## config.mk

```make
export PLATFORM = sky130hd
export DESIGN_NAME = slm_merge
export DESIGN_NICKNAME = d
export VERILOG_FILES = /design/src/hw/rtl/slm_pkg.sv /design/src/hw/rtl/slm_merge.sv
export SDC_FILE = /design/constraint.sdc
export NUM_CORES = 2
export LEC_CHECK = 0
export ABC_AREA = 1
export ABC_CLOCK_PERIOD_IN_PS = 10900
export BUFFER_PORTS_ARGS = -buffer_cell sky130_fd_sc_hd__buf_4
export CAP_MARGIN = 30
export CORE_ASPECT_RATIO = 1.2
export CORE_UTILIZATION = 30
export CTS_CLUSTER_DIAMETER = 30
export DETAILED_ROUTE_END_ITERATION = 7
export GPL_ROUTABILITY_DRIVEN = 0
export PLACE_DENSITY = 0.48
export SLEW_MARGIN = 30
export SYNTH_ARGS = -nofsm -noshare
export SYNTH_HDL_FRONTEND = slang
export SYNTH_SLANG_ARGS = --single-unit
```

## constraint.sdc

```tcl
create_clock -name i_clk -period 10.9 [get_ports i_clk]
set_input_delay 2.18 -clock i_clk [delete_from_list [all_inputs] [get_ports i_clk]]
set_output_delay 2.18 -clock i_clk [all_outputs]
set_load 0.01 [all_outputs]
```

## src/hw/rtl/slm_pkg.sv

```systemverilog
// Package: item types, configuration layout, widths and reset values of the stereo level monitor.
package slm_pkg;

    localparam int ENERGY_WIDTH_DEF = 48;
    localparam int COUNT_WIDTH_DEF  = 32;

    localparam int CFG_IDX_W  = 3;
    localparam int CFG_DATA_W = 32;

    localparam logic [CFG_IDX_W-1:0] CFG_SELECT_RATIO  = 3'd0;
    localparam logic [CFG_IDX_W-1:0] CFG_LOW_LEVEL_SQ  = 3'd1;
    localparam logic [CFG_IDX_W-1:0] CFG_STATIC_FRAC   = 3'd2;
    localparam logic [CFG_IDX_W-1:0] CFG_OK_MIN_FRAMES = 3'd3;
    localparam logic [CFG_IDX_W-1:0] CFG_OK_MIN_PEAK   = 3'd4;

    localparam logic [9:0]  RST_SELECT_RATIO  = 10'd369;
    localparam logic [15:0] RST_LOW_LEVEL_SQ  = 16'd25;
    localparam logic [8:0]  RST_STATIC_FRAC   = 9'd205;
    localparam logic [31:0] RST_OK_MIN_FRAMES = 32'd16000;
    localparam logic [14:0] RST_OK_MIN_PEAK   = 15'd20;

    localparam logic [14:0] PEAK_MAX     = 15'h7FFF;
    localparam logic [15:0] SAMPLE_POS_FS = 16'h7FFF;
    localparam logic [15:0] SAMPLE_NEG_FS = 16'h8000;
    localparam logic [63:0] FIELD48_MAX  = 64'h0000_FFFF_FFFF_FFFF;

    typedef struct packed {
        logic              kind;
        logic signed [15:0] left_sample;
        logic signed [15:0] right_sample;
    } t_in_item;

    typedef struct packed {
        logic              is_report;
        logic signed [15:0] mono_sample;
        logic              selected_channel;
        logic [14:0]       window_peak;
        logic [31:0]       window_zeros;
        logic [31:0]       window_clips;
        logic [31:0]       window_frames;
        logic [47:0]       left_energy;
        logic [47:0]       right_energy;
        logic              level_fault;
        logic              signal_static;
        logic              mic_ok;
    } t_out_item;

    typedef struct packed {
        logic [9:0]  select_ratio_q8;
        logic [15:0] low_level_sq;
        logic [8:0]  static_fraction_q8;
        logic [31:0] mic_ok_min_frames;
        logic [14:0] mic_ok_min_peak;
    } t_cfg;

    // Commit of the item held in the front stage, and whether that item is a report.
    typedef struct packed {
        logic commit;
        logic report;
    } t_step;

endpackage

```

## src/hw/rtl/slm_merge.sv

```systemverilog
// Merge stage: mono select, window counters, report flags, channel choice and output register.
module slm_merge import slm_pkg::*; #(
    parameter int ENERGY_WIDTH = ENERGY_WIDTH_DEF,
    parameter int COUNT_WIDTH  = COUNT_WIDTH_DEF
) (
    input  logic                    i_clk,
    input  logic                    i_rst_n,
    input  t_step                   i_step,
    input  t_cfg                    i_cfg,
    input  logic signed [15:0]      i_left,
    input  logic signed [15:0]      i_right,
    input  logic [15:0]             i_left_mag,
    input  logic [15:0]             i_right_mag,
    input  logic [ENERGY_WIDTH-1:0] i_left_sum,
    input  logic [ENERGY_WIDTH-1:0] i_right_sum,
    input  logic                    i_out_stall,
    output logic                    o_out_valid,
    output t_out_item               o_out_item
);

    localparam int LFW = 16 + COUNT_WIDTH;
    localparam int SW  = (ENERGY_WIDTH > LFW) ? ENERGY_WIDTH : LFW;
    localparam int FW  = COUNT_WIDTH + 9;
    localparam int PW  = ENERGY_WIDTH + 10;

    logic [COUNT_WIDTH-1:0] r_frames, r_zeros, r_clips, r_unch;
    logic [COUNT_WIDTH-1:0] n_frames, n_zeros, n_clips, n_unch;
    logic [14:0]            r_peak, n_peak;
    logic [15:0]            r_prev, n_prev;
    logic                   r_chan, n_chan;
    logic                   r_out_valid;
    t_out_item              r_out, n_out;

    logic [15:0]    w_mono;
    logic [15:0]    w_mag;
    logic [14:0]    w_mag15;
    logic [LFW-1:0] w_low_frames;
    logic           w_sil_l, w_sil_r, w_err, w_stat, w_ok;
    logic [FW-1:0]  w_unch_sh, w_frac_frames;
    logic [PW-1:0]  w_l256, w_r256, w_l_ratio, w_r_ratio;
    logic [63:0]    w_l64, w_r64;

    assign w_mono  = r_chan ? $unsigned(i_right) : $unsigned(i_left);
    assign w_mag   = r_chan ? i_right_mag : i_left_mag;
    assign w_mag15 = w_mag[15] ? PEAK_MAX : w_mag[14:0];

    assign w_low_frames = i_cfg.low_level_sq * r_frames;
    assign w_sil_l = (r_frames == '0) ? (i_cfg.low_level_sq != '0)
                                      : (SW'(i_left_sum) < SW'(w_low_frames));
    assign w_sil_r = (r_frames == '0) ? (i_cfg.low_level_sq != '0)
                                      : (SW'(i_right_sum) < SW'(w_low_frames));
    assign w_err   = w_sil_l && w_sil_r;

    assign w_unch_sh     = {1'b0, r_unch, 8'd0};
    assign w_frac_frames = i_cfg.static_fraction_q8 * r_frames;
    assign w_stat        = !w_err && (w_unch_sh > w_frac_frames);
    assign w_ok          = (32'(r_frames) > i_cfg.mic_ok_min_frames)
                        && (r_peak > i_cfg.mic_ok_min_peak);

    assign w_l256    = {2'b00, i_left_sum, 8'd0};
    assign w_r256    = {2'b00, i_right_sum, 8'd0};
    assign w_l_ratio = i_left_sum * i_cfg.select_ratio_q8;
    assign w_r_ratio = i_right_sum * i_cfg.select_ratio_q8;

    assign w_l64 = 64'(i_left_sum);
    assign w_r64 = 64'(i_right_sum);

    always_comb begin
        n_frames = r_frames;
        n_zeros  = r_zeros;
        n_clips  = r_clips;
        n_unch   = r_unch;
        n_peak   = r_peak;
        n_prev   = r_prev;
        n_chan   = r_chan;
        n_out    = '0;
        if (i_step.report) begin
            priority if (w_l256 > w_r_ratio) begin
                n_chan = 1'b0;
            end else if (w_r256 > w_l_ratio) begin
                n_chan = 1'b1;
            end else begin
                n_chan = r_chan;
            end
            n_out.is_report        = 1'b1;
            n_out.selected_channel = n_chan;
            n_out.window_peak      = r_peak;
            n_out.window_zeros     = 32'(r_zeros);
            n_out.window_clips     = 32'(r_clips);
            n_out.window_frames    = 32'(r_frames);
            n_out.left_energy      = (w_l64 > FIELD48_MAX) ? '1 : w_l64[47:0];
            n_out.right_energy     = (w_r64 > FIELD48_MAX) ? '1 : w_r64[47:0];
            n_out.level_fault      = w_err;
            n_out.signal_static    = w_stat;
            n_out.mic_ok           = w_ok;
            n_frames = '0;
            n_zeros  = '0;
            n_clips  = '0;
            n_unch   = '0;
            n_peak   = '0;
        end else begin
            if (r_frames != '1) n_frames = r_frames + 1'b1;
            if (w_mag15 > r_peak) n_peak = w_mag15;
            if (w_mono == '0 && r_zeros != '1) n_zeros = r_zeros + 1'b1;
            if ((w_mono == SAMPLE_POS_FS || w_mono == SAMPLE_NEG_FS) && r_clips != '1) begin
                n_clips = r_clips + 1'b1;
            end
            if (w_mono == r_prev && r_unch != '1) n_unch = r_unch + 1'b1;
            n_prev = w_mono;
            n_out.mono_sample      = $signed(w_mono);
            n_out.selected_channel = r_chan;
        end
    end

    always_ff @(posedge i_clk) begin
        if (!i_rst_n) begin
            r_frames    <= '0;
            r_zeros     <= '0;
            r_clips     <= '0;
            r_unch      <= '0;
            r_peak      <= '0;
            r_prev      <= '0;
            r_chan      <= 1'b0;
            r_out_valid <= 1'b0;
        end else begin
            if (i_step.commit) begin
                r_frames    <= n_frames;
                r_zeros     <= n_zeros;
                r_clips     <= n_clips;
                r_unch      <= n_unch;
                r_peak      <= n_peak;
                r_prev      <= n_prev;
                r_chan      <= n_chan;
                r_out_valid <= 1'b1;
            end else if (!i_out_stall) begin
                r_out_valid <= 1'b0;
            end
        end
    end

    always_ff @(posedge i_clk) begin
        if (i_step.commit) begin
            r_out <= n_out;
        end
    end

    assign o_out_valid = r_out_valid;
    assign o_out_item  = r_out;

    a_report_clears: assert property (@(posedge i_clk) disable iff (!i_rst_n)
        i_step.commit && i_step.report |=> r_frames == '0 && r_peak == '0)
        else $error("window statistics not cleared after report");

    a_frame_counts: assert property (@(posedge i_clk) disable iff (!i_rst_n)
        i_step.commit && !i_step.report && r_frames != '1 |=> r_frames == $past(r_frames) + 1'b1)
        else $error("frame count did not advance");

    a_report_mono_zero: assert property (@(posedge i_clk) disable iff (!i_rst_n)
        r_out_valid && r_out.is_report |-> r_out.mono_sample == '0)
        else $error("report carries a mono sample");

    a_flags_exclusive: assert property (@(posedge i_clk) disable iff (!i_rst_n)
        r_out_valid |-> !(r_out.level_fault && r_out.signal_static))
        else $error("static flag raised together with level fault");

    a_frame_no_stats: assert property (@(posedge i_clk) disable iff (!i_rst_n)
        r_out_valid && !r_out.is_report |-> r_out.window_frames == '0 && !r_out.mic_ok)
        else $error("frame item carries window figures");

endmodule

```

**After elaboration in Yosys (flattened, before gate mapping)**

Cells that the tools add are included.

- Add/subtract/negate cells: 4
- $mul: 4
- Div/mod/pow operators: 0
- Order comparisons: 10
- Eq/ne operators: 8
- Shift operators: 0
- Multiplexer cells: 23
- Bitwise operators: 1
- Reduce and logical (&&, ||, !) cells: 22

Operators with widths:

| cell | number |
|---|---|
| 32-bit 2-to-1 mux | 8 |
| 32-bit by 1-bit adder with 32-bit output (second input constant) | 4 |
| 32-bit inequality test (second input constant) | 4 |
| 56-bit by 58-bit greater-than comparator with 1-bit output | 2 |
| 48-bit by 10-bit multiplier with 58-bit output | 2 |
| 48-bit greater-than comparator (second input constant) | 2 |
| 48-bit < comparator | 2 |
| 48-bit 2-to-1 mux | 2 |
| 16-bit by 32-bit multiplier with 48-bit output | 1 |
| 15-bit 2-to-1 mux | 3 |
| 40-bit by 41-bit greater-than comparator with 1-bit output | 1 |
| 9-bit by 32-bit multiplier with 41-bit output | 1 |
| 32-bit greater-than comparator | 1 |
| 32-bit logical NOT | 1 |
| 16-bit 2-to-1 mux | 2 |
| 15-bit greater-than comparator | 2 |
| 16-bit by 15-bit equality test with 1-bit output (second input constant) | 1 |
| 16-bit equality test | 1 |
| 16-bit equality test (second input constant) | 1 |
| 16-bit logical NOT | 1 |
| 16-bit nonzero test | 1 |
| 2-bit AND reduction | 6 |
| 2-bit nonzero test | 5 |
| 1-bit 2-to-1 mux | 8 |
| other kinds (5) | 10 |

- Register bits: 389
- Latch bits: 0
- Bits in writable memories: 0
- Bits in read-only memories: 0
- Output and inout port bits: 229
- Logic and storage cells: 92
- Memories kept: 0

**Depth between registers and ports, before layout**

- Depth in word-level cells: 6
- Gate-level depth with buffers: 45
- Gate-level depth less buffers: 43

**Least setup slack after synthesis**

No wires, ideal clock.

- Path type: in2reg
- Start point: input port i_cfg[57] in the netlist's numbering
- End point: register r_out (netlist bit o_out_item[1]), data pin
- Setup time: 0.251 ns
- Arrival: 9.046 ns
- Required time: 10.649 ns
- Setup slack: 1.602 ns
- Stages: 33
- Cells stage by stage: clkbuf_1 clkbuf_1 nand2_1 fa_1 fa_1 inv_1 fa_1 fa_1 fa_1 inv_1 fa_1 inv_1 ha_1 nand2_1 nor2_1 nand3_1 nand3b_1 a21oi_1 o21ai_0 a21boi_0 o31ai_1 a31oi_1 xor2_1 ha_1 or2_2 a221oi_1 o21ai_0 nor3_1 nand2_1 nor2_1 nand3_1 nand2_1 nor2_1

- Cells in the longest elaborated chain, start to end: 6
- Elaborated cells between the ends (all ways): 9
- Those cells by class: 1 x mul; 2 x order compare; 2 x mux; 4 x reduce/logical

RTL lines:

| item | RTL line | source |
|---|---|---|
| start, declared | slm_merge.sv:9 | `input t_cfg i_cfg,` |
| 16-bit by 32-bit multiplier with 48-bit output | slm_merge.sv:47 | `assign w_low_frames = i_cfg.low_level_sq * r_frames;` |
| 48-bit < comparator, on equally long branches | slm_merge.sv:49, slm_merge.sv:51 |  |
| 1-bit 2-to-1 mux, on equally long branches | slm_merge.sv:48, slm_merge.sv:50 |  |
| 1-bit logical AND (*) | slm_merge.sv:52 | `assign w_err = w_sil_l && w_sil_r;` |
| 1-bit logical NOT (*) | slm_merge.sv:56 | `assign w_stat = !w_err && (w_unch_sh > w_frac_frames);` |
| 1-bit logical AND (*) | slm_merge.sv:56 |  |
| end signal, assigned | slm_merge.sv:143 | `r_out <= n_out;` |
| end, declared | slm_merge.sv:32 | `t_out_item r_out, n_out;` |

Every way passes the cells marked *; elsewhere a longest branch is shown, timed or not.
A chain may end at the register's enable or synchronous reset.

**Worst setup path after layout**

- Start point: input port i_cfg[73] in the netlist's numbering
- End point: register r_out (netlist bit o_out_item[210]), data pin

- Cells in the longest elaborated chain, start to end: 5
- Elaborated cells between the ends (all ways): 7
- Those cells by class: 2 x mul; 2 x order compare; 3 x mux

RTL lines:

| item | RTL line | source |
|---|---|---|
| 48-bit by 10-bit multiplier with 58-bit output | slm_merge.sv:62 | `assign w_l_ratio = i_left_sum * i_cfg.select_ratio_q8;` |
| 56-bit by 58-bit greater-than comparator with 1-bit output | slm_merge.sv:80 | `end else if (w_r256 > w_l_ratio) begin` |
| 1-bit 2-to-1 mux | slm_merge.sv:80 |  |
| 1-bit 2-to-1 mux (*) | slm_merge.sv:78 | `priority if (w_l256 > w_r_ratio) begin` |
| 1-bit 2-to-1 mux (*) | slm_merge.sv:77 | `if (i_step.report) begin` |

Marked as above.

==> summary.txt <==
Status
  • Outcome: finished clean

Clock tree
  • Sinks on Clock Net: between 300 and 400
  • Num CTS Buffers: between 100 and 150
  • Cts repair resizes: 0
  • Root buf cell: clkbuf_16
  • CTS Hold Buffers Added: 0
  • Insertion delay to the later sink of the worst-skew pair: ~0.75 ns
  • Max H-tree Level: 3
  • Clock Path Buffers: 3
  • Postcts setup bufs: 0
  • TritonCTS clock tree: yes
  • Clock transition at path regs: around 0.05 ns

Critical path
  • Startpoint Class: input pin
  • Reg2Reg Setup Slack: ~2.1 ns
  • WP data arrival: between 10 and 15 ns
  • Crit path required time: roughly 11 ns
  • R2R depth: 31
  • Critical path type: in -> reg
  • Cell family with most CP delay: adder cells
  • Worst path buffer plus inverter count: 8
  • CP Max Fanout: 47
  • Reg-to-reg endpoint: o_out_item[2]
  • Crit path max-delay cell type: buf_4
  • CP peak stage delay: about 0.60 ns
  • Worst r2r src: r_frames[3]
  • Endpoint class of the critical path: register
  • Stages on worst setup path: 34

Logic synthesis
  • Mean Syn Cell Area: 7.48 sq um
  • Share of the synthesized area in the top cell type: 33.6%
  • Top area cells in the synthesized netlist: fa_1, nand2_1, inv_1
  • Post-Synthesis Cells: around 11000
  • Synthesized area: 81000 sq um
  • Asr flop ratio synth: 0%
  • Post-synth EDFFs: roughly 230
  • Top-count cell post-synth: nand2_1
  • YS warnings: 0
  • Flops & latches, synth: approximately 400
  • Yosys top cell by area: fa_1
  • Post-synthesis sequential area ratio: about an eighth
  • Netlist cell types: 69
  • Syn_nets: roughly 13000
  • Ys flop type: edfxtp_1
  • Commonest cells post-synth: nand2_1, inv_1, fa_1, ha_1, a21oi_1

Global routing
  • Antenna violations before repair: 32
  • Total grt overflow: 0
  • First-pass GRT wire length: roughly 450 mm
  • Total track usage: between 20% and 30%
  • Vias in the first global route: ~76000
  • Pin count of the biggest net entering global routing: between 100 and 150

Hold path
  • Worst Hold Class: reg -> reg
  • Hold Crit Depth: 2
  • Hold Path Origin: o_out_valid
  • Hold Crit Endpoint: o_out_valid

STA
  • Fmax: 0.103 GHz
  • Max Transition Viols Final: 0
  • Final setup fails: 0
  • Setup Skew: approximately 0.060 ns
  • Tmin final: 9.74 ns
  • Setup WS post-layout: between 1 and 1.5 ns
  • Slew @ Worst Pin: between 0.9 and 1 ns
  • Final hold vios: 0
  • Final setup TNS: 0 ns
  • Post-route clock period utilization: 89.3%
  • RSZ-0062 raised after global routing: no
  • Slew HR: around a third

Cells and area
  • Nets: 13314
  • Post-Layout Cell Count: 14739
  • Layout cells sized above 1: roughly 7.3%
  • FILL cells: ~29000
  • Area growth syn-to-layout: 13.7%

Power
  • Leak: 0.0505 uW
  • Pwr Total: between 20000 and 25000 uW
  • Internal: between 9000 and 10000 uW
  • Clock network fraction of design power: between 10% and 20%
  • Sw Ratio: around 54%
  • Reg power frac: a little under 8%
  • Pwr per Cell Area: about 230 nW/um^2
  • Power share of the combinational group: 76.3%
  • Max VDD drop: 0.239 mV
  • Net switching power: ~11000 uW

Route
  • Vias: a little over 70000
  • WL/cell: 20.1 microns
  • Post-route ant nets: 0
  • Final wirelength: slightly below 300 mm
  • TritonRoute pass-1 iters: 6
  • Initial DRC count: about 4000
  • Remaining DRCs: 0
  • Routed vias/inst: ~4.8

Floorplan
  • Initial Util: 30.2%
  • I/O pin count: about 480
  • Placeable Area: 268000 sq um
  • Die width: 476 microns
  • FP Rows: 208
  • Die area: roughly 270000 sq um
  • Die Ht: ~570 microns

Placement
  • PortBufs: approximately 480
  • Pre-CTS WS: between 0.5 and 0.6 ns
  • Placed cell count: 14519
  • Detailed Place HPWL: 234 mm

Run
  • MaxCap Viol Count: 0
## placed cells by master (no fill, tap or decap), types with 8 or more instances in the layout
cell and count:
edfxtp_1 228, clkbuf_8 14, a221oi_1 8, nand3_1 171
fa_1 1361, nor2_1 438, a21oi_1 507, dfxtp_1 156
inv_1 2875, o21a_1 23, xor2_1 125, o21bai_1 26
clkbuf_1 15, o21ai_0 201, ha_1 646, clkinv_4 13
o211ai_1 13, a31oi_1 55, nand3b_1 11, buf_4 574
nor4_1 60, clkbuf_16 111, inv_2 8, bufinv_16 10
xnor2_1 116, nand2_1 2969, nand4_1 103, buf_12 10
o221ai_1 8, diode_2 15, a211oi_1 18, clkinvlp_4 14
clkinv_2 13, nor3_1 105, a21o_1 26, a21boi_0 9
## cells by family (layout without fill, tap and decap cells)
| family | after synthesis | after routing | share of synthesized area [%] |
|---|---|---|---|
| buffers and inverters | 3356 | 3678 | 15.6 |
| multiplexers | 4 | 4 | 0.0494 |
| flip-flops | 389 | 389 | 12.4 |
| AND/OR/NAND/NOR | 3908 | 3908 | 19.4 |
| adder cells (fa/ha/maj) | 2007 | 2007 | 43.6 |
| XOR/XNOR | 241 | 241 | 2.60 |
| other | 0 | 15 | 0 |
| AO/OA/AOI/OAI | 927 | 927 | 6.36 |
## sequential cells by signal, summed over array words and instances (netlist names)
name	flops
o_out_item	228
o_out_valid	1
r_chan	1
r_clips	32
r_frames	32
r_peak	15
r_prev	16
r_unch	32
r_zeros	32
## power groups by stage
| stage | clock network, uW | registers [uW] | logic, uW |
|---|---|---|---|
| 6_report | 3320 | 1670 | 16100 |
| 5_1_grt | 3470 | 1680 | 18000 |
| 4_1_cts | 3410 | 1670 | 16000 |
| 3_5_place_dp | 0 | 1700 | 15900 |
| 3_3_place_gp | 0 | 1700 | 15700 |
| 2_1_floorplan | 0 | 1710 | 11300 |
## area by class of cell
type                            count  area [sq um]  area share, %
Antenna cell                       15          37.5         0.0407
Clock buffer                      140          3030           3.28
Clock inverter                     65           805          0.873
Inverter                         2887         10800           11.8
Multi-Input combinational cell   7087         58400           63.3
Sequential cell                   389         10100           10.9
Tap cell                         3570          4470           4.85
Timing Repair Buffer              586          4540           4.93
## layer usage
| layer | GRT usage [%] | share of wire [%] | routed length (microns) | vias up |
|---|---|---|---|---|
| met4 | 8.57 | 4.3 | 12800 | 8 |
| met1 | 24.9 | 38 | 114000 | 35057 |
| met5 | 0 | 0.016 | 48 | - |
| li1 | - | - | - | 32469 |
| met3 | 2.97 | 5.5 | 16200 | 566 |
| met2 | 40.6 | 52 | 153000 | 2258 |
## through the flow
stage / util, % / cell area (sq um) / hold slack (ns)
floorplan: - / 81000 / 0.455
global placement: 32.9 / 88300 / 0.449
detailed placement: 32.9 / 88300 / 0.467
CTS: 34.4 / 92100 / 0.473
global route: 34.4 / 92100 / 0.506
finish: 34.4 / 92200 / 0.473
## worst max path at each step
| stage | from | to | slack [ns] |
|---|---|---|---|
| after CTS | i_cfg[73] | o_out_item[210] | 1.31 |
| after global routing | i_cfg[73] | o_out_item[210] | 0.77 |
| after global placement | i_cfg[77] | o_out_item[210] | 0.49 |
| final | i_cfg[73] | o_out_item[210] | 1.16 |
| after floorplan | i_cfg[57] | o_out_item[1] | 1.60 |
| after detailed placement | i_cfg[73] | o_out_item[210] | 0.50 |
## worst register-to-register path, delay by kind of cell (launching register included)
kind	cells	cell delay (ns)
AND/OR/NAND/NOR	13	2.11
XOR/XNOR	1	0.21
flip-flops	1	0.79
adder cells (fa/ha/maj)	8	3.60
buffers and inverters	4	0.58
AO/OA/AOI/OAI	5	1.20
(Power assumes the default switching activity.)
