## src/hw/rtl/slm_pkg.sv

```systemverilog
// Package: item types, configuration layout, widths and reset values of the stereo level monitor.
package slm_pkg;

    localparam int ENERGY_WIDTH_DEF = 48;
    localparam int COUNT_WIDTH_DEF  = 32;

    localparam int CFG_IDX_W  = 3;
    localparam int CFG_DATA_W = 32;

    localparam logic [CFG_IDX_W-1:0] CFG_SELECT_RATIO  = 3'd0;
    localparam logic [CFG_IDX_W-1:0] CFG_LOW_LEVEL_SQ  = 3'd1;
    localparam logic [CFG_IDX_W-1:0] CFG_STATIC_FRAC   = 3'd2;
    localparam logic [CFG_IDX_W-1:0] CFG_OK_MIN_FRAMES = 3'd3;
    localparam logic [CFG_IDX_W-1:0] CFG_OK_MIN_PEAK   = 3'd4;

    localparam logic [9:0]  RST_SELECT_RATIO  = 10'd369;
    localparam logic [15:0] RST_LOW_LEVEL_SQ  = 16'd25;
    localparam logic [8:0]  RST_STATIC_FRAC   = 9'd205;
    localparam logic [31:0] RST_OK_MIN_FRAMES = 32'd16000;
    localparam logic [14:0] RST_OK_MIN_PEAK   = 15'd20;

    localparam logic [14:0] PEAK_MAX     = 15'h7FFF;
    localparam logic [15:0] SAMPLE_POS_FS = 16'h7FFF;
    localparam logic [15:0] SAMPLE_NEG_FS = 16'h8000;
    localparam logic [63:0] FIELD48_MAX  = 64'h0000_FFFF_FFFF_FFFF;

    typedef struct packed {
        logic              kind;
        logic signed [15:0] left_sample;
        logic signed [15:0] right_sample;
    } t_in_item;

    typedef struct packed {
        logic              is_report;
        logic signed [15:0] mono_sample;
        logic              selected_channel;
        logic [14:0]       window_peak;
        logic [31:0]       window_zeros;
        logic [31:0]       window_clips;
        logic [31:0]       window_frames;
        logic [47:0]       left_energy;
        logic [47:0]       right_energy;
        logic              level_fault;
        logic              signal_static;
        logic              mic_ok;
    } t_out_item;

    typedef struct packed {
        logic [9:0]  select_ratio_q8;
        logic [15:0] low_level_sq;
        logic [8:0]  static_fraction_q8;
        logic [31:0] mic_ok_min_frames;
        logic [14:0] mic_ok_min_peak;
    } t_cfg;

    // Commit of the item held in the front stage, and whether that item is a report.
    typedef struct packed {
        logic commit;
        logic report;
    } t_step;

endpackage

```

## src/hw/rtl/slm_lane.sv

```systemverilog
// One channel lane: squares the sample and keeps the saturating sum of squares, cleared on a report.
module slm_lane import slm_pkg::*; #(
    parameter int ENERGY_WIDTH = ENERGY_WIDTH_DEF
) (
    input  logic                    i_clk,
    input  logic                    i_rst_n,
    input  logic                    i_load,
    input  logic signed [15:0]      i_sample,
    input  t_step                   i_step,
    output logic [15:0]             o_mag,
    output logic [ENERGY_WIDTH-1:0] o_sum
);

    localparam int AW = ENERGY_WIDTH + 1;

    logic signed [31:0]      w_sq_full;
    logic [15:0]             w_mag;
    logic [30:0]             r_sq;
    logic [15:0]             r_mag;
    logic [ENERGY_WIDTH-1:0] r_sum;
    logic [ENERGY_WIDTH-1:0] n_sum;
    logic [AW-1:0]           w_acc;

    assign w_sq_full = i_sample * i_sample;
    assign w_mag     = i_sample[15] ? (~$unsigned(i_sample) + 16'd1) : $unsigned(i_sample);

    always_ff @(posedge i_clk) begin
        if (i_load) begin
            r_sq  <= w_sq_full[30:0];
            r_mag <= w_mag;
        end
    end

    assign w_acc = {1'b0, r_sum} + AW'(r_sq);

    always_comb begin
        n_sum = r_sum;
        if (i_step.commit) begin
            if (i_step.report) begin
                n_sum = '0;
            end else begin
                n_sum = w_acc[ENERGY_WIDTH] ? '1 : w_acc[ENERGY_WIDTH-1:0];
            end
        end
    end

    always_ff @(posedge i_clk) begin
        if (!i_rst_n) begin
            r_sum <= '0;
        end else begin
            r_sum <= n_sum;
        end
    end

    assign o_mag = r_mag;
    assign o_sum = r_sum;

endmodule

```

## config.mk

```make
export PLATFORM = sky130hd
export DESIGN_NAME = slm_lane
export DESIGN_NICKNAME = d
export VERILOG_FILES = /design/src/hw/rtl/slm_pkg.sv /design/src/hw/rtl/slm_lane.sv
export SDC_FILE = /design/constraint.sdc
export NUM_CORES = 1
export LEC_CHECK = 0
export ABC_CLOCK_PERIOD_IN_PS = 10800
export BUFFER_PORTS_ARGS = -buffer_cell sky130_fd_sc_hd__buf_2
export CAP_MARGIN = 20
export CELL_PAD_IN_SITES_DETAIL_PLACEMENT = 0
export CELL_PAD_IN_SITES_GLOBAL_PLACEMENT = 1
export CORE_MARGIN = 10
export CORE_UTILIZATION = 25
export DETAILED_ROUTE_END_ITERATION = 6
export GPL_ROUTABILITY_DRIVEN = 0
export PLACE_DENSITY_LB_ADDON = 0.1
export SLEW_MARGIN = 20
export SYNTH_ARGS = -nofsm -noshare
export SYNTH_HDL_FRONTEND = slang
export SYNTH_SLANG_ARGS = --single-unit
```

## constraint.sdc

```tcl
create_clock -name i_clk -period 10.8 [get_ports i_clk]
set_clock_uncertainty 0.05 [all_clocks]
set_input_delay 0 -clock i_clk [delete_from_list [all_inputs] [get_ports i_clk]]
set_output_delay 0 -clock i_clk [all_outputs]
set_load 0.1 [all_outputs]
```

; Yosys cells after proc, flatten, opt, wreduce, memory -nomap -nowiden
; Cells that the tools add are included.
[word_totals]
reg_bits = 95
output_inout_bits = 64
word_cells = 11
[op_classes]
add_sub_neg = 2
n_mul = 1
muxes = 3
bitwise = 1
[op_table]
columns = op, count
row1 = $mux 48, 2
row2 = $add 48x31->49, 1
row3 = $mul 16x16->31, 1
row4 = $add 16x1->16 const B, 1
row5 = $not 16->16, 1
row6 = $mux 15, 1

; Logic depth before layout (Yosys ltp)
; Gate-level depths: netlist (run 1).
[logic_depth]
ltp_word = 3
depth_mapped = 26

; Worst setup path after synthesis (run 1)
; OpenSTA, ideal clock, no wires.
[synth_timing]
path_kind = input port to flip-flop
startpoint = input i_sample[15]
endpoint = register r_sq[30] (data pin)
t_arrival_ps = 6032
required_ps = 10490
slack_ps = 4459
path_stages = 21
n_path_buf = 2
path_cell_list = clkbuf_1 > clkinv_1 > clkbuf_1 > nor2_1 > fa_1 > fa_1 > fa_1 > fa_1 > fa_1 > inv_1 > fa_1 > inv_1 > ha_1 > a21o_1 > a21o_1 > a211oi_1 > o21ai_0 > a2111oi_0 > o311ai_0 > a21oi_1 > xnor2_1
[synth_between]
elab_chain_cells = 1
[synth_rtl]
columns = element, line_no
row1 = "start, declared", slm_lane.sv:8  ; input logic signed [15:0] i_sample,
row2 = $mul 16x16->31, slm_lane.sv:24  ; assign w_sq_full = i_sample * i_sample;
row3 = via w_sq_full[30], slm_lane.sv:16  ; logic signed [31:0] w_sq_full;
row4 = "end signal, assigned", slm_lane.sv:29  ; r_sq <= w_sq_full[30:0];
row5 = "end, declared", slm_lane.sv:18  ; logic [30:0] r_sq;
; The timed path passes the listed nets, and every way through them passes these cells.
; A chain may end at the register's enable or synchronous reset.

; Final worst setup path (run 1)
; Same ends and word-level chain as after synthesis.

==> results.md, run 1 <==
- Static timing analysis puts the maximum clock frequency at roughly 0.14 GHz.
- The cell at the root of the clock tree is sky130_fd_sc_hd__clkbuf_16.
- The antenna diode instance count is 0.
- The Yosys step of the flow raised 0 warnings.
- Ranked by total cell area, the synthesized netlist is headed by sky130_fd_sc_hd__fa_1, sky130_fd_sc_hd__ha_1, sky130_fd_sc_hd__edfxtp_1.
- The average vias per placed instance is 4.39.
- For this run, the leading register cell type out of synthesis is sky130_fd_sc_hd__dfxtp_1.
- The worst setup path is captured at a flip-flop.
- The final route contains just over 10000 vias.
- The number of placement rows is between 80 and 90.
- The distinct cell type count of the synthesized netlist is between 60 and 70.
- The utilization after layout is 28.1%.
- The critical path class is primary input to flip-flop.
- In the final layout, the share of cells above drive strength 1 is roughly 7.7%.
- The number of H-tree levels is 3.
- The sequential share of the synthesized area is between 10% and 20%.
- Counting flops and latches in the post-synthesis netlist gives 93.
- Traced cell by cell, the critical path runs through buf_2 -> buf_4 -> clkinv_1 -> buf_4 -> nor2_1 -> fa_1 -> fa_1 -> fa_1 -> fa_1 -> fa_1 -> inv_1 -> fa_1 -> inv_1 -> ha_1 -> and3_1 -> nand2_1 -> a21oi_1 -> a211oi_1 -> o21ai_0 -> a2111oi_0 -> o311ai_0 -> a21oi_1 -> xnor2_1.
- Measured against its own limit, the worst slew margin works out to a little over two fifths.
- The largest net degree at the start of global routing is 46.
- The via count of the first global-routing pass is roughly 11000.
- The number of hold buffers added after CTS is 4.
- The post-detailed-route DRC marker count is 0.
- The leftover overflow at the end of global routing is 0.
- The reported max-cap violation count is 0.
- The post-CTS setup buffer count is 0.
- The number of buffers created by CTS is 9.
- The instance count of the mapped netlist is 1550.
- The total count of hold-check failures in the final report is 0.
- Clock-pin slew was measured on the worst setup and hold paths at approximately 90 ps.
- The width of the die is 257 microns.
- The max-slew violation total from the final report was 0.
- The arrival time at the worst endpoint is around 7000 ps.
- Relative to the synthesized area, the layout overhead comes to 11.0%.
- The HPWL after detailed placement is between 30000 and 40000 microns.
- The core area is around 0.055 sq mm.
- The mean routed wirelength per cell is 17.9 microns.
- The net count after synthesis is just under 2000.
- The total routing resource utilization after global routing is about an eighth.
- In the final timing run, aggregate negative setup slack is 0 ps.
- The total of cells resized after clock tree synthesis is 0.
- During placement, the flow inserted port buffers numbering 84.
- The later-pin clock latency in the skew report is ~400 ps.
- The antenna violation net count after detailed routing is 0.
- The final layout contains between 1500 and 2000 nets.
- The number of antenna violations at the first check in global routing came to 1.
- The worst setup path is launched from a primary input.
- The clock tree from TritonCTS is done.
- The longest clock path from root to sink contains 2 buffers.
- The floorplan step set the die height to ~260 microns.
- The routed wire length is roughly 42000 microns.
- The clock period minus worst slack is just over 7000 ps.
- The run finished with clean final reports.
- For this configuration, the core starts out at a cell density of around 25%.
- Setup repair after global routing left no endpoint under its margin.
- The worst hold-check path type is primary input to flip-flop.
- Dividing the final minimum period by the clock period gives between 60% and 70%.
- In this run the biggest area consumer among cell types represents between 30% and 40% of the synthesized area.
- The measured slew at the worst slew-check pin is around 850 ps.
- The average cell area after synthesis is 9.04 sq um.
- The first-pass GRT wire length is about 67000 microns.
- The number of flops mapped to enable cells by yosys is between 40 and 50.
- The first TritonRoute pass finished after 4 iterations.
- By count the netlist is led by sky130_fd_sc_hd__inv_1, sky130_fd_sc_hd__fa_1, sky130_fd_sc_hd__nand2_1.
- In this run the worst path has a maximum fanout of 28.
- The dominant cell type by area after synthesis is sky130_fd_sc_hd__fa_1.
- Setup violations remaining at the end of the flow were counted as 0.
- The slowest stage cell on the critical path is sky130_fd_sc_hd__a2111oi_0.
- The die covers 0.0659 sq mm.
- CTS saw 93 sinks.
- The first routing iteration left ~420 violations.
- For the worst setup path, the data required time is 10870 ps.
- Counting stages on the worst path, the most repeated cell is sky130_fd_sc_hd__fa_1.
- The number of top-level pins is 85.
- Measured in cells, the most critical reg-to-reg path has a length of 10.
- In this design, the stage delay of the slowest critical-path cell is between 800 and 900 ps.
- Counting flops with an async set or reset pin after synthesis yields a share of 0%.
- Summing every instance area after synthesis gives 0.0140 sq mm.
- The most frequently used cell type in the post-synthesis netlist is sky130_fd_sc_hd__inv_1.
- Counting instances, the worst hold path has a depth of 2.
-- routing by layer --
metal | share of wire (%) | GRT usage (%) | vias to the layer above
met3 | 2.3 | 1.53 | 27
met2 | 50 | 23.2 | 123
li1 | - | - | 5010
met5 | 0.031 | 0 | -
met1 | 47 | 16.8 | 5187
met4 | 1.2 | 3.25 | 2
-- worst max-delay path, delay by kind of cell --
| kind | cells | cell delay, ps |
|---|---|---|
| adders and majority gates | 7 | 3460 |
| buffers and inverters | 6 | 1190 |
| AOI/OAI and AO/OA | 6 | 1750 |
| xor gates and xnor gates | 1 | 80 |
| and+or+nand+nor | 3 | 610 |
-- path summary, 6_finish.rpt --
check | startpoint | to | slack, ps
setup / recovery | i_sample[15] | r_sq[30] | 3740
hold / removal | i_sample[12] | o_mag[12] | 80
setup reg to reg | r_sq[2] | o_sum[43] | 7050
hold reg to reg | o_sum[7] | o_sum[7] | 410
-- layout by cell type (no fill, tap or decap), drive strengths merged, types with 17 or more instances in the layout --
cell    instances
inv           357
fa            229
nand2         163
ha            123
buf            92
nor2           87
o21ai          68
xnor2          61
a21oi          55
dfxtp          48
edfxtp         45
a21o           29
and2           25
xor2           19
nand3          19
and3           17
-- sequential cells by signal, indices dropped and copies added (netlist names) --
| signal | flops |
|---|---|
| r_sq | 30 |
| o_sum | 48 |
| o_mag | 15 |
-- cell type report --
type / count / area (sq um)
clock buffers: 9 / 225
flip-flops and latches: 93 / 2310
inverters: 356 / 1340
multi-input cells: 1050 / 10100
fillers: 6088 / 39800
repair buffers: 96 / 520
well taps: 748 / 936
clock inverters: 7 / 67.6
-- cells by family (layout without fill, tap and decap cells) --
| group | after synthesis | count (layout) | synth area share, % |
|---|---|---|---|
| mux | 4 | 4 | 0.295 |
| flops | 93 | 93 | 16.5 |
| simple gates | 369 | 369 | 12.1 |
| xor+xnor | 80 | 80 | 5.00 |
| compound gates | 245 | 245 | 11.3 |
| fa+ha+maj | 352 | 352 | 43.7 |
| buf+inv | 407 | 468 | 11.1 |
-- through the flow --
step | setup WS (ps) | instances | hold slack, ps | instance area (sq um)
global placement | 3450 | 2339 | 288 | 15200
global route | 3240 | 2359 | 122 | 15500
detailed placement | 3340 | 2339 | 294 | 15200
finish | 3740 | 2359 | 80.1 | 15500
CTS | 3750 | 2359 | 72.3 | 15500
floorplan | 4460 | 1550 | 48.9 | 14000
Power of run 1 is left out: the tool's default activity adds up to more than one toggle a clock period on the data nets, which glitch-free logic cannot reach.
==> inputs of run 2 (changes only) <==
--- a/config.mk
+++ b/config.mk
@@ -5,7 +5,8 @@
 export SDC_FILE = /design/constraint.sdc
 export NUM_CORES = 1
 export LEC_CHECK = 0
-export ABC_CLOCK_PERIOD_IN_PS = 10800
+export ABC_AREA = 1
+export ABC_CLOCK_PERIOD_IN_PS = 7290
 export BUFFER_PORTS_ARGS = -buffer_cell sky130_fd_sc_hd__buf_2
 export CAP_MARGIN = 20
 export CELL_PAD_IN_SITES_DETAIL_PLACEMENT = 0
==> constraint.sdc (replaced) <==
create_clock -name i_clk -period 7.29 [get_ports i_clk]
set_clock_uncertainty 0.05 [all_clocks]
set_input_delay 0 -clock i_clk [delete_from_list [all_inputs] [get_ports i_clk]]
set_output_delay 0 -clock i_clk [all_outputs]
set_load 0.1 [all_outputs]
==> run 2 against run 1 <==
  * First-iteration DRC count is 28% higher
  * Cell area is 14% higher
  * Non-clock buffer count is 8 lower
  * Die area is 14% higher
  * Synthesized cell count is 39% higher
  * Core utilization is 0.50 points lower
  * Register-to-register slack worse by 2500 ps
  * Hold slack worse by 41 ps
  * Sequential cell count stayed put
  * Critical endpoint is now r_sq[27]
==> results.md, run 2 <==
- The run finished with clean final reports.
- The proportion of netlist area held by the largest area contributor is between 20 and 30%.
- For hold timing, the worst endpoint is r_sq[0].
- Hold is met by just under 40 ps.
- Traced cell by cell, the critical path runs through buf_2 -> inv_1 -> nor2_1 -> fa_1 -> fa_1 -> inv_1 -> fa_1 -> inv_1 -> fa_1 -> fa_1 -> inv_1 -> fa_1 -> inv_1 -> ha_1 -> a21oi_1 -> o21ai_0 -> a21oi_1 -> nand3_1 -> a21o_1 -> nand2_1 -> nand2_1 -> nand2_1 -> nand2_1.
- On the worst path, the slowest cell contributes a delay of 490 ps.
- For this block, the routed nets add up to approximately 51000 microns of wire.
- The via count of the first global-routing pass is between 10000 and 15000.
- The total count of hold-check failures in the final report is 0.
- Summed over all layers, the global routing overflow is 0.
- The worst-path maximum fanout is 32.
- The reported max-cap violation count is 0.
- The core area is between 0.06 and 0.07 sq mm.
- The final total negative setup slack is 0 ps.
- The layout-stage area growth over the synthesis result is 9.67%.
- The die covers around 0.075 sq mm.
- In the final layout, the share of cells above drive strength 1 is about a tenth.
- The sequential share of the synthesized area is 14.3%.
- The max-slew violation total from the final report is 0.
- Global routing consumed, over all layers together, 14.0% of the routing resources.
- The clock edge transition at the registers on the reported setup and hold paths is ~70 ps.
- The total via count after detailed routing is 12800.
- Clock tree synthesis inserted a total of 9 buffers.
- The first detailed-routing pass took 6 iterations.
- The capture instance of the worst register-to-register path is o_sum[27].
- TritonCTS built the clock tree.
- The average cell area after synthesis is 7.52 sq um.
- The clock drives 93 sinks.
- The number of placement rows is 93.
- The count of routing violations after the opening detailed-route iteration is about 530.
- The total of buffers placed on input and output ports is 84.
- The multi-input combinational cells in the finished layout cover a total of 0.0115 sq mm.
- Fill cells in the final layout number just over 7000.
- The number of H-tree levels is 3.
- Along the worst hold path, the cell count comes to 1.
- The number of cells on the worst reg-to-reg path is 14.
- 85 I/O pins were placed.
- On the critical path the largest part of the delay comes from adder cells.
- The dominant cell type by area after synthesis is sky130_fd_sc_hd__fa_1.
- The average vias per placed instance is 4.17.
- The worst setup path is captured at a flip-flop.
- In this run the register-to-register setup slack is between 4000 and 5000 ps.
- The arrival time at the worst endpoint is 5650 ps.
- The first-pass GRT wire length is between 80000 and 90000 microns.
- The distinct cell type count of the synthesized netlist is 46.
- The worst hold path begins at i_sample[0].
- The number of hold buffers added after CTS is 0.
- Yosys instantiated no cell more often than sky130_fd_sc_hd__inv_1.
- The number of antenna diodes in the final layout is 0.
- The most common cell after layout, fill and taps aside is sky130_fd_sc_hd__inv_1.
- On the critical path, the stage with the largest delay is an instance of sky130_fd_sc_hd__inv_1.
- The startpoint identified for the worst register-to-register timing path is r_sq[0].
- The worst hold-check path type is primary input to flip-flop.
- Clock tree synthesis selected as its root buffer the cell sky130_fd_sc_hd__clkbuf_16.
- The final layout contains between 2000 and 3000 nets.
- For this configuration, the core starts out at a cell density of roughly a quarter.
- No sink is reached through more buffers than the 2 on the longest clock path.
- The antenna violation net count after detailed routing is 0.
- The largest net degree at the start of global routing is 50.
- The worst setup path is of the primary input to flip-flop kind.
- Data on the critical path is required at its endpoint by approximately 7400 ps.
- The startpoint kind of the worst setup timing path is a primary input.
- The register bit count reported by yosys is 93.
- The post-detailed-route DRC marker count is 0.
- The number of failing setup endpoints in the final timing report is 0.
- The die is between 200 and 300 microns tall.
- Ranked by total cell area, the synthesized netlist is headed by sky130_fd_sc_hd__fa_1, sky130_fd_sc_hd__inv_1, sky130_fd_sc_hd__nand2_1.
- The cell count after synthesis came out at between 2000 and 2500.
- The later-pin clock latency in the skew report is around 400 ps.
- The clock period minus worst slack is around 5600 ps.
- The library cells used most frequently in the layout, excluding fill and tap cells, are sky130_fd_sc_hd__inv_1, sky130_fd_sc_hd__nand2_1, sky130_fd_sc_hd__fa_1.
- The die is about 270 microns wide.
- The number of buffers and inverters on the critical path is 6.
- The share of flip-flops with an asynchronous set or reset after synthesis is 0%.
- The number of antenna violations at the first check in global routing is 0.
- By count the netlist is led by sky130_fd_sc_hd__inv_1, sky130_fd_sc_hd__nand2_1, sky130_fd_sc_hd__fa_1.
- The total area of sequential cells is 0.00231 sq mm.
- The half-perimeter wire length after placement is 43100 microns.
- The mean routed wirelength per cell is 16.6 microns.
- The achievable frequency is around 0.18 GHz.
- The synthesized area is ~0.016 sq mm.
- The post-CTS setup buffer count is 0.
- After clock tree synthesis, the repair step resized 0 gates.
- The flip-flop count of the largest register, all copies and words added is 48.
- The number of flops mapped to enable cells by yosys is 45.
- The post-route fraction of the period consumed by the critical path is between 70% and 80%.
- The normalized max-slew margin is 36.5%.
- In the synthesized netlist the dominant register cell turns out to be sky130_fd_sc_hd__dfxtp_1.
- Setup repair after global routing left no endpoint under its margin.
- Synthesis produced a netlist with a net count of about 2500.
- For the pin with the worst max-slew slack, the measured transition is about 950 ps.
- By instance count, the cell type seen most on the critical path is sky130_fd_sc_hd__fa_1.
- The count of synthesis-stage warnings from yosys is 0.
==> run 2: cell count changes after synthesis, sizes merged, moves of 17 or more <==
cell and delta:
nand2 +402, inv +228, nand3 +73, a21oi +48, xnor2 -45, xor2 +44
nor2 +26, a21o -25, and2 -22, o21ai -19, and3 -17
==> run 2: logic make-up (layout without fill, tap and decap cells) <==
kind of cell	Yosys count	in the layout	share of synthesized area, %
compound gates	180	180	7.08
xor+xnor	79	79	4.27
fa+ha+maj	352	352	37.8
buf+inv	636	685	15.0
flops	93	93	14.3
simple gates	813	813	21.5
==> run 2: per-stage QoR <==
stage / cell area, sq um / cells / setup WS [ps] / util [%]
after floorplan: 16200 / 2153 / 1800 / -
after global placement: 17500 / 3041 / 1250 / 27.2
after detailed placement: 17500 / 3041 / 1250 / 27.2
after CTS: 17800 / 3057 / 1690 / 27.6
after global routing: 17800 / 3057 / 1210 / 27.6
final: 17800 / 3057 / 1730 / 27.6
==> run 2: area by class of cell <==
type / count / area share, %
inverter: 581 / 12.3
multi-input combinational: 1424 / 64.5
timing repair buffer: 88 / 2.54
clock inverter: 5 / 0.218
clock buffer: 11 / 1.43
sequential: 93 / 13.0
tap: 855 / 6.02
==> run 2: metal layers <==
layer  routed length [microns]  GRT usage, %  vias up
li1                          -             -     6483
met1                     23800          18.0     6114
met2                     24900          24.9      138
met3                      1340          1.58       23
met4                       676          3.15        0
met5                         0             0        -
==> run 2: worst max-delay path by stage <==
stage / depth (start not counted) / slack (ps) / to / start
after floorplan: 22 / 1800 / r_sq[27] / i_sample[3]
after global placement: 20 / 1250 / r_sq[30] / i_sample[15]
after detailed placement: 20 / 1250 / r_sq[30] / i_sample[15]
after CTS: 20 / 1690 / r_sq[30] / i_sample[15]
after global routing: 24 / 1210 / r_sq[27] / i_sample[15]
final: 23 / 1730 / r_sq[27] / i_sample[15]
Power of run 2 is left out for the same reason.
==> inputs of run 3 (changes only) <==
--- a/config.mk
+++ b/config.mk
@@ -5,8 +5,8 @@
 export SDC_FILE = /design/constraint.sdc
 export NUM_CORES = 1
 export LEC_CHECK = 0
-export ABC_AREA = 1
-export ABC_CLOCK_PERIOD_IN_PS = 7290
+export ABC_AREA = 0
+export ABC_CLOCK_PERIOD_IN_PS = 5300
 export BUFFER_PORTS_ARGS = -buffer_cell sky130_fd_sc_hd__buf_2
 export CAP_MARGIN = 20
 export CELL_PAD_IN_SITES_DETAIL_PLACEMENT = 0
==> constraint.sdc (replaced) <==
create_clock -name i_clk -period 5.3 [get_ports i_clk]
set_clock_uncertainty 0.05 [all_clocks]
set_input_delay 0 -clock i_clk [delete_from_list [all_inputs] [get_ports i_clk]]
set_output_delay 0 -clock i_clk [all_outputs]
set_load 0.1 [all_outputs]
==> run 3 against run 2 <==
  * Cell count fell by 16%
  * Cell area barely moved
  * Critical path type unchanged
  * Via count fell by 14%
  * Die area fell by 13%
==> results.md, run 3 (synthesis results as in run 1) <==
- The run finished with clean final reports.
- In the final routed layout, each cell accounts on average for roughly 17 microns.
- Max-cap violations in this run came to 0.
- The worst setup path is launched from a primary input.
- Including well taps, the total number of placed cells is approximately 2500.
- The most common cell after layout, fill and taps aside is sky130_fd_sc_hd__inv_1.
- The post-detailed-route DRC marker count is 0.
- The die span in y is between 200 and 300 microns.
- Setup violations remaining at the end of the flow were counted as 0.
- The worst setup slack for register-to-register paths is 1660 ps.
- Across all setup checks in the final design, the least slack found is around 80 ps.
- The number of cells on the worst reg-to-reg path is 10.
- The first-pass GRT wire length is roughly 68000 microns.
- The total routing resource utilization after global routing is 13.1%.
- The number of placement rows is 86.
- The path with the worst hold slack has its endpoint at o_mag[7].
- Entering global routing, the biggest net connects between 40 and 50 pins.
- The post-route netlist has 23.5% of its cells at a drive strength greater than 1.
- The total via count after detailed routing is roughly 11000.
- The net count of the finished layout is 2179.
- Cells fill between 30 and 40% of the core in the end.
- The count of routing violations after the opening detailed-route iteration is 366.
- The root buffer cell chosen for the clock tree is sky130_fd_sc_hd__clkbuf_16.
- The core region is roughly 0.055 sq mm.
- In this run the worst hold path is classified as primary input to flip-flop.
- The measured slew at the worst slew-check pin is slightly above 800 ps.
- The leftover overflow at the end of global routing is 0.
- The post-route fraction of the period consumed by the critical path is between 90 and 100%.
- The max-slew violation total from the final report was 0.
- between 80 and 90 I/O pins were placed.
- Detailed placement finished with a half-perimeter wire length of about 36000 microns.
- The pre-antenna-repair detailed-routing pass consisted of 4 iterations.
- The number of H-tree levels is 3.
- The layout-stage area growth over the synthesis result is 26.8%.
- In the final layout, the multi-input gates occupy 0.0106 sq mm.
- The startpoint of the worst register-to-register path is r_sq[3].
- The kind of end point of the critical path is a flip-flop.
- The register with the most flip-flops in the layout has 48 of them.
- The antenna violation net count after detailed routing is 0.
- Clock-pin slew was measured on the worst setup and hold paths at 100 ps.
- Setup repair after global routing could not meet its margin everywhere.
- The total of buffers placed on input and output ports is 84.
- In this run the cell area measured after placement is 0.0169 sq mm.
- The worst path required time is ~5400 ps.
- The width of the die is 257 microns.
- In the routed layout, each cell is associated on average with a via count of between 4 and 5.
- The number of fillers in the final layout is 5937.
- The normalized max-slew margin is approximately 45%.
- The cell that appears most often on the critical path is sky130_fd_sc_hd__fa_1.
- The total count of hold-check failures in the final report came to 0.
- The total area of sequential cells is ~0.0023 sq mm.
- The clock net in this run drives a total of a little over 90 sinks.
- The largest single stage delay on the critical path is roughly 580 ps.
- The worst slack at placement is -578 ps.
- The clock period minus worst slack is 5220 ps.
- The die outline area is around 0.066 sq mm.
- The number of antenna violations at the first check in global routing is 2.
- The maximum buffer depth of the clock tree is 2.
- The worst hold path begins at i_sample[7].
- Leaving out fill and tap cells, the most frequent cells in the layout are sky130_fd_sc_hd__inv_1, sky130_fd_sc_hd__fa_1, sky130_fd_sc_hd__buf_4.
- The critical path goes through buf_2 -> clkinv_8 -> buf_4 -> nor2_4 -> xnor2_1 -> ha_1 -> a31o_2 -> fa_1 -> fa_1 -> fa_2 -> fa_1 -> inv_1 -> fa_1 -> inv_1 -> ha_2 -> a21o_1 -> a21o_1 -> a211oi_2 -> o21ai_4 -> a2111oi_4 -> o311ai_2 -> a21oi_1 -> xnor2_1.
- The count of cells along the worst hold path is 3.
- TritonCTS built the clock tree.
- The number of buffers created by CTS is 9.
- Of all nets on the critical path, the largest fanout is 7.
- The final non-filler cell total is roughly 2600.
- The critical path class is primary input to flip-flop.
- The slowest stage cell on the critical path is sky130_fd_sc_hd__fa_1.
- For the worst-skew pair, the clock arrives at the later sink with an insertion delay of ~390 ps.
- The via count of the first global-routing pass is approximately 12000.
- The capture instance of the worst register-to-register path is o_sum[43].
- The antenna diode instance count is 0.
- For this configuration, the core starts out at a cell density of 25.3%.
- Data on the critical path arrives at its endpoint at between 5000 and 6000 ps.
- The final layout contains routed wiring with a total length of around 42000 microns.
- The finished cells cover roughly 0.018 sq mm.
- Timing would allow up to around 0.19 GHz.
==> run 3: changes by cell type in the layout (fill, tap and decap cells not counted), moves of 20 or more <==
cell	previous run	this run
sky130_fd_sc_hd__buf_6	0	20
sky130_fd_sc_hd__a21o_1	4	29
sky130_fd_sc_hd__nand2_1	547	152
sky130_fd_sc_hd__inv_1	565	334
sky130_fd_sc_hd__a21oi_2	31	6
sky130_fd_sc_hd__nand3_2	22	1
sky130_fd_sc_hd__nor2_1	106	74
sky130_fd_sc_hd__nand3_1	70	18
sky130_fd_sc_hd__xor2_1	63	19
sky130_fd_sc_hd__buf_4	4	193
sky130_fd_sc_hd__a21oi_1	71	48
sky130_fd_sc_hd__o21ai_0	27	64
sky130_fd_sc_hd__xnor2_1	16	60
==> run 3: how the worst max path moves through the flow <==
stage	from	to
2_1_floorplan	i_sample[3]	r_sq[29]
3_3_place_gp	i_sample[6]	r_sq[29]
3_5_place_dp	i_sample[9]	r_sq[29]
4_1_cts	i_sample[13]	r_sq[29]
5_1_grt	i_sample[9]	r_sq[29]
6_report	i_sample[15]	r_sq[30]
==> run 3: area by class of cell <==
class                   count  share of cell area (%)
inverters                 356                    7.66
clock buffers              12                    1.57
well taps                 748                    5.27
multi-input cells        1050                    59.8
clock inverters             4                   0.211
repair buffers            296                    12.5
flip-flops and latches     93                    13.0
==> run 3: what timing repair did <==
action	CTS	global route
endpoints found under the setup margin	5	10
resized for setup	28	88
hold endpoints to repair	9	1
gates cloned	0	2
setup buffers	1	13
hold buffers	4	1
pin swaps	21	23
==> run 3: worst max-delay path, delay by kind of cell <==
kind	cells	cell delay, ps
xor+xnor	2	150
fa+ha+maj	7	2820
compound gates	8	1670
simple gates	1	130
buf+inv	5	500
==> run 3: per-stage QoR <==
step                      hold WS (ps)  setup TNS (ps)
final                             14.5               0
after CTS                         17.8               0
after global placement             290           -4820
after detailed placement           293           -5260
after global routing              29.4            -577
after floorplan                   48.9            -505
==> run 3: per-layer routing <==
metal / vias to the layer above / share of wire, % / global-route usage [%] / wire length, microns
met1: 5405 / 47 / 16.9 / 20000
met5: - / 0 / 0 / 0
met4: 0 / 2.3 / 3.76 / 977
li1: 5427 / - / - / -
met2: 134 / 48 / 22.7 / 20300
met3: 37 / 2.7 / 1.46 / 1130
Power of run 3 is left out for the same reason.
